<file path="config.mk">
export PLATFORM = sky130hd
export DESIGN_NAME = bte_mac
export DESIGN_NICKNAME = d
export VERILOG_FILES = /design/src/rtl/bezier_triangle_eval_macros.svh /design/src/rtl/bte_pkg.sv /design/src/rtl/bte_mac.sv
export SDC_FILE = /design/constraint.sdc
export NUM_CORES = 2
export LEC_CHECK = 0
export ABC_AREA = 1
export BUFFER_PORTS_ARGS = -buffer_cell sky130_fd_sc_hd__buf_4
export CORE_MARGIN = 10
export CORE_UTILIZATION = 30
export DETAILED_ROUTE_END_ITERATION = 10
export PLACE_DENSITY_LB_ADDON = 0.12
export SLEW_MARGIN = 25
export SYNTH_ARGS = -nofsm -noshare
export SYNTH_HDL_FRONTEND = slang
export SYNTH_SLANG_ARGS = --single-unit
</file>
<file path="constraint.sdc">
create_clock -name i_clk -period 25 [get_ports i_clk]
set_input_delay 5 -clock i_clk [delete_from_list [all_inputs] [get_ports i_clk]]
set_output_delay 5 -clock i_clk [all_outputs]
set_load 0.1 [all_outputs]
</file>
<file path="src/rtl/bezier_triangle_eval_macros.svh">
// Assertion helpers
`ifndef BEZIER_TRIANGLE_EVAL_MACROS_SVH
`define BEZIER_TRIANGLE_EVAL_MACROS_SVH
`define BTE_ASSERT_IMPL(label, ante, cons, msg) \
    label: assert property (@(posedge i_clk) disable iff (!i_rst_n) (ante) |-> (cons)) \
        else $error(msg);
`define BTE_ASSERT_NEXT(label, ante, cons, msg) \
    label: assert property (@(posedge i_clk) disable iff (!i_rst_n) (ante) |=> (cons)) \
        else $error(msg);
`endif

</file>
<file path="src/rtl/bte_pkg.sv">
`timescale 1ns / 1ps
`default_nettype none
package bte_pkg;
    localparam int MAX_DEGREE_DEF = 8;
    localparam int NET_DEPTH = 45;
    localparam int PT_W = 96;

    typedef enum logic [2:0] {
        ST_IDLE,
        ST_COPY,
        ST_RD_A,
        ST_RD_B,
        ST_RD_C,
        ST_BLEND,
        ST_OUT
    } t_state;

    typedef struct packed {
        logic        start;
        logic [15:0] w;
        logic [31:0] a;
        logic        clr;
    } t_mac_ctl;
endpackage
`default_nettype wire

</file>
<file path="src/rtl/bte_mac.sv">
`timescale 1ns / 1ps
`default_nettype none
// one weighted product per cycle while start is set, accumulates and rounds/saturates
// clr with start begins a new sum with the current product
module bte_mac (
    input  wire logic             i_clk,
    input  wire logic             i_rst_n,
    input  wire bte_pkg::t_mac_ctl i_ctl,
    output logic [31:0]           o_res
);
    import bte_pkg::*;
    logic signed [49:0] r_acc, n_acc;
    logic signed [48:0] w_prod;
    logic signed [50:0] w_rnd;
    logic signed [35:0] w_q;

    assign w_prod = $signed({1'b0, i_ctl.w}) * $signed(i_ctl.a);

    always_comb begin
        n_acc = r_acc;
        if (i_ctl.clr && i_ctl.start) begin
            n_acc = 50'(w_prod);
        end else if (i_ctl.clr) begin
            n_acc = '0;
        end else if (i_ctl.start) begin
            n_acc = r_acc + 50'(w_prod);
        end
    end

    always_ff @(posedge i_clk) begin
        if (!i_rst_n) begin
            r_acc <= '0;
        end else begin
            r_acc <= n_acc;
        end
    end

    assign w_rnd = 51'(r_acc) + 51'sd16384;
    assign w_q   = w_rnd[50:15];

    always_comb begin
        if (w_q > 36'sd2147483647) begin
            o_res = 32'h7fffffff;
        end else if (w_q < -36'sd2147483648) begin
            o_res = 32'h80000000;
        end else begin
            o_res = w_q[31:0];
        end
    end
endmodule
`default_nettype wire

</file>
Yosys cells after proc, flatten, opt, wreduce, memory -nomap -nowiden:

Cells that the tools add are included.

* register bits after elaboration: 50
* output and inout port bits: 32
* logic and storage cells: 13

* add/subtract/negate cells: 2
* multipliers: 1
* $lt $le $gt $ge: 2
* mux-type cells: 5
* reduce and logical (&&, ||, !) cells: 2

Operators with widths (count)
* 2-to-1 mux 50 bit: 3
* 2-to-1 mux 32 bit: 2
* adder 50 x 16 -> 51 bit, second input constant: 1
* adder 50 x 49 -> 50 bit: 1
* multiplier 17 x 32 -> 49 bit: 1
* greater-than comparator 36 x 32 -> 1 bit, second input constant: 1
* < comparator 36 x 32 -> 1 bit, second input constant: 1
* nonzero test 3 bit: 1
* logical AND 1 bit: 1

Longest topological paths before layout:

* depth in word-level cells: 5
* mapped depth: 42
* gate-level depth less buffers: 40

Worst setup path after synthesis:

OpenSTA, ideal clock, no wires.

* path kind: input -> register
* start point: input port i_ctl[6] (netlist name)
* end point: register r_acc[31]
* arrival time: 11679 ps
* required time: 24890 ps
* slack: 13211 ps
* cell stages on the path: 39
* cell sequence: clkbuf_1 clkbuf_1 nand2_1 fa_1 inv_1 fa_1 inv_1 fa_1 inv_1 fa_1 fa_1 inv_1 fa_1 inv_1 ha_1 nand2_1 inv_1 nand2_1 (+3 left out) nand2_1 nand2_1 or2_2 and2_1 ha_1 nand2_1 inv_1 a21oi_1 nor2_1 nor2_1 o21ai_0 inv_1 nand2_1 or2_2 nand3_1 o211ai_1 nand2_1 inv_1

* longest elaborated chain between the ends: 5

Ends and longest elaborated chain
* start: declaration: line bte_mac.sv:8 `input wire bte_pkg::t_mac_ctl i_ctl,`
* multiplier 17 x 32 -> 49 bit (*): line bte_mac.sv:17 `assign w_prod = $signed({1'b0, i_ctl.w}) * $signed(i_ctl.a);`
* adder 50 x 49 -> 50 bit: line bte_mac.sv:26 `n_acc = r_acc + 50'(w_prod);`
* 2-to-1 mux 50 bit: line bte_mac.sv:25 `end else if (i_ctl.start) begin`
* 2-to-1 mux 50 bit: line bte_mac.sv:23 `end else if (i_ctl.clr) begin`
* 2-to-1 mux 50 bit (*): line bte_mac.sv:21 `if (i_ctl.clr && i_ctl.start) begin`
* end signal: assignment: line bte_mac.sv:34 `r_acc <= n_acc;`
* end: declaration: line bte_mac.sv:12 `logic signed [49:0] r_acc, n_acc;`

Every way passes the cells marked *; elsewhere a longest branch is shown, timed or not. The select of a mux whose other input is x is not followed.
A chain may end at the register's enable or synchronous reset.

Worst setup path in the final report:

* start point: input port i_ctl[35] (netlist name)
* end point: register r_acc[46]

The elaborated chain is that of the path after synthesis.

==> results.py <==
metrics = {
    "timing": {
        "rsz0062_at_grt": "no",
        "min_period_over_period_pct": 52.6,
        "finalSetupTns_ps": 0,
        "max_freq_ghz": 0.0760,
        "tightest_slew_ps": 787,
        "timing.slew.headroom_pct": 47.3,
        "period_needed_ps": 13160,
        "hold_violations": 0,
        "fin_worst_skew_ps": 11.3,
        "finalSetupViolCount": 0,
        "whs_ps": 500,
        "finalMaxSlewViolations": 0,
    },
    "routing": {
        "ant_nets": 0,
        "vias": 22900,
        "drtIter0Drc": 1323,
        "routed_wirelength_um": 90700,
        "wire_per_inst_um": 18.3,
        "drc": 0,
        "dr.pass1.iters": 5,
        "vias_per_cell": 4.63,
    },
    "logic_synthesis": {
        "synth_cells": 3841,
        "syn-cell-area_um2": 26200,
        "syn_avg_cell_area_um2": 6.83,
        "yosys_warnings": 0,
        "synthArstFlopShare_pct": 0,
        "syn_nets": 4551,
        "ys_seq_area_share_pct": 3.82,
        "synth-seq-cells": 50,
        "netlist-cell-type-count": 48,
        "synth_edf_count": 0,
        "synthFlopType": "dfxtp_1",
    },
    "layout": {
        "largest-register": "r_acc",
        "layout-drive-gt1-share_pct": 3.76,
        "syn_to_final_growth_pct": 6.61,
        "largest_reg_flops": 50,
        "fillers": 9765,
        "top_regs": "r_acc (50)",
        "seqCellArea_um2": 1000,
        "multi_input_comb_area_um2": 20800,
        "nets": 4509,
        "final_cell_mix": "nand2_1 (1034), inv_1 (1034), fa_1 (490)",
    },
    "floorplan": {
        "coreArea_um2": 86800,
        "start_util_pct": 30.2,
        "die_area_um2": 99600,
        "rows": 108,
        "io_pins": 84,
        "die_x_um": 316,
        "die_h_um": 316,
    },
    "setup_path": {
        "crit_top_cell": "fa_1",
        "crit_fanout": 32,
        "required_ps": 25240,
        "crit_path_end": "r_acc[46]",
        "slowest_delay_ps": 720,
        "rr_worst_depth": 16,
        "worstReg2RegEnd": "r_acc[24]",
        "startpoint": "i_ctl[35]",
        "critPathLaunchType": "primary input",
        "regToRegStartpoint": "r_acc[0]",
        "crit_type": "primary input to register",
        "reg2reg_slack_ps": 22030,
        "worstPathArrival_ps": 13400,
        "end_kind": "register",
        "critPathSlowestCell": "fa_1",
    },
    "clocking": {
        "post_cts_resized": 0,
        "clockBufferDepth": 2,
        "clock_latency_ps": 330,
        "cts.sinks": 50,
        "clkTransAtPathRegs_ps": 90,
        "cts_made_buffers": 5,
        "postCtsSetupBuffers": 0,
        "clock-root-buffer": "clkbuf_16",
        "cts.hold.buffers_added": 0,
        "cts_htree_levels": 2,
        "cts_tree": "built",
    },
    "global_route": {
        "grt_pass1_vias": 24800,
        "grt_max_degree": 52,
        "grt_usage_pct": 18.7,
        "gr-total-overflow": 0,
        "grt_pass1_wl_um": 146000,
        "grt_antenna_before_repair": 1,
    },
    "worst_hold_path": {
        "min_path_type": "register to register",
    },
    "flow_run": {
        "drv_cap": 0,
    },
    "placement": {
        "place_congestion": 0.966,
        "port_buffers": 83,
        "hpwl_um": 75100,
    },
    "run_status": {
        "status": "finished, final reports clean",
    },
}
==> cell usage after synthesis, types with 2 or more instances <==
cell / count / area, um2
nor2_4: 4 / 45.0
inv_1: 1034 / 3880
nand3b_1: 4 / 30.0
a31oi_1: 27 / 169
inv_2: 2 / 7.51
clkbuf_1: 129 / 484
xnor2_1: 11 / 96.3
nand3_1: 150 / 751
and3_1: 3 / 18.8
nand3_2: 3 / 30.0
nor4_1: 6 / 37.5
fa_1: 490 / 9810
buf_1: 4 / 15.0
nand2_4: 4 / 45.0
nor3_1: 31 / 155
dfxtp_1: 50 / 1000
and2_1: 15 / 93.8
buf_6: 6 / 67.6
ha_1: 168 / 2100
o21a_1: 5 / 37.5
o21bai_1: 15 / 113
nand2_2: 2 / 12.5
a21o_1: 17 / 128
o211ai_1: 10 / 75.1
xor2_1: 39 / 342
nor2_1: 237 / 890
nand4_1: 37 / 231
a21oi_1: 150 / 751
or2_2: 19 / 119
o21ai_0: 113 / 566
nand2_1: 1034 / 3880
a21boi_0: 6 / 45.0
==> logic make-up (layout without fill, tap and decap cells) <==
family,Yosys count,in the layout,share of synthesized area [%]
AND/OR/NAND/NOR,1558,1558,24.6
buffers and inverters,1176,1135,17.0
adder cells (fa/ha/maj),658,658,45.4
AO/OA/AOI/OAI,348,348,7.40
XOR/XNOR,51,51,1.73
flip-flops,50,50,3.82
other,0,1,0
==> per-layer routing <==
metal / part of all wire [%] / global-route usage, % / wire length (um) / vias to the layer above
li1: - / - / - / 11200
met1: 47 / 25.6 / 42400 / 11300
met2: 47 / 32.2 / 43000 / 429
met3: 3.9 / 1.48 / 3550 / 74
met4: 2.0 / 3.52 / 1850 / 0
met5: 0 / 0 / 0 / -
==> layout make-up <==
cell class                      count  share of cell area, %
Antenna cell                        1                0.00895
Clock buffer                        5                  0.448
Clock inverter                      3                  0.175
Inverter                         1037                   13.9
Multi-Input combinational cell   2615                   74.3
Sequential cell                    50                   3.58
Tap cell                         1155                   5.17
Timing Repair Buffer               90                   2.42
==> worst max-delay path, delay by kind of cell <==
kind / cells / cell delay (ps)
AOI/OAI and AO/OA: 3 / 790
adders and majority gates: 8 / 3920
and+or+nand+nor: 14 / 2670
buffers and inverters: 6 / 980
==> how the worst min path moves through the flow <==
stage                         start        end  cells after the start  slack [ps]
after floorplan            r_acc[5]   r_acc[5]                      2         470
after CTS                 r_acc[11]  r_acc[11]                      2         500
final                     r_acc[11]  r_acc[11]                      2         500
after global routing      r_acc[11]  r_acc[11]                      2         520
after global placement     r_acc[3]   r_acc[3]                      2         480
after detailed placement   r_acc[0]   r_acc[0]                      2         490
==> metrics by stage <==
| step | utilization [%] | instances | setup slack [ps] | cell area (um2) |
|---|---|---|---|---|
| after detailed placement | 32.0 | 4947 | 11750 | 27800 |
| final | 32.2 | 4956 | 11840 | 27900 |
| after floorplan | - | 3841 | 13210 | 26200 |
| after CTS | 32.2 | 4955 | 12030 | 27900 |
| after global placement | 32.0 | 4947 | 11590 | 27800 |
| after global routing | 32.2 | 4956 | 11360 | 27900 |
Power is not shown: default switching activity piles up to over one toggle a cycle in this logic, so the estimate is an artifact.
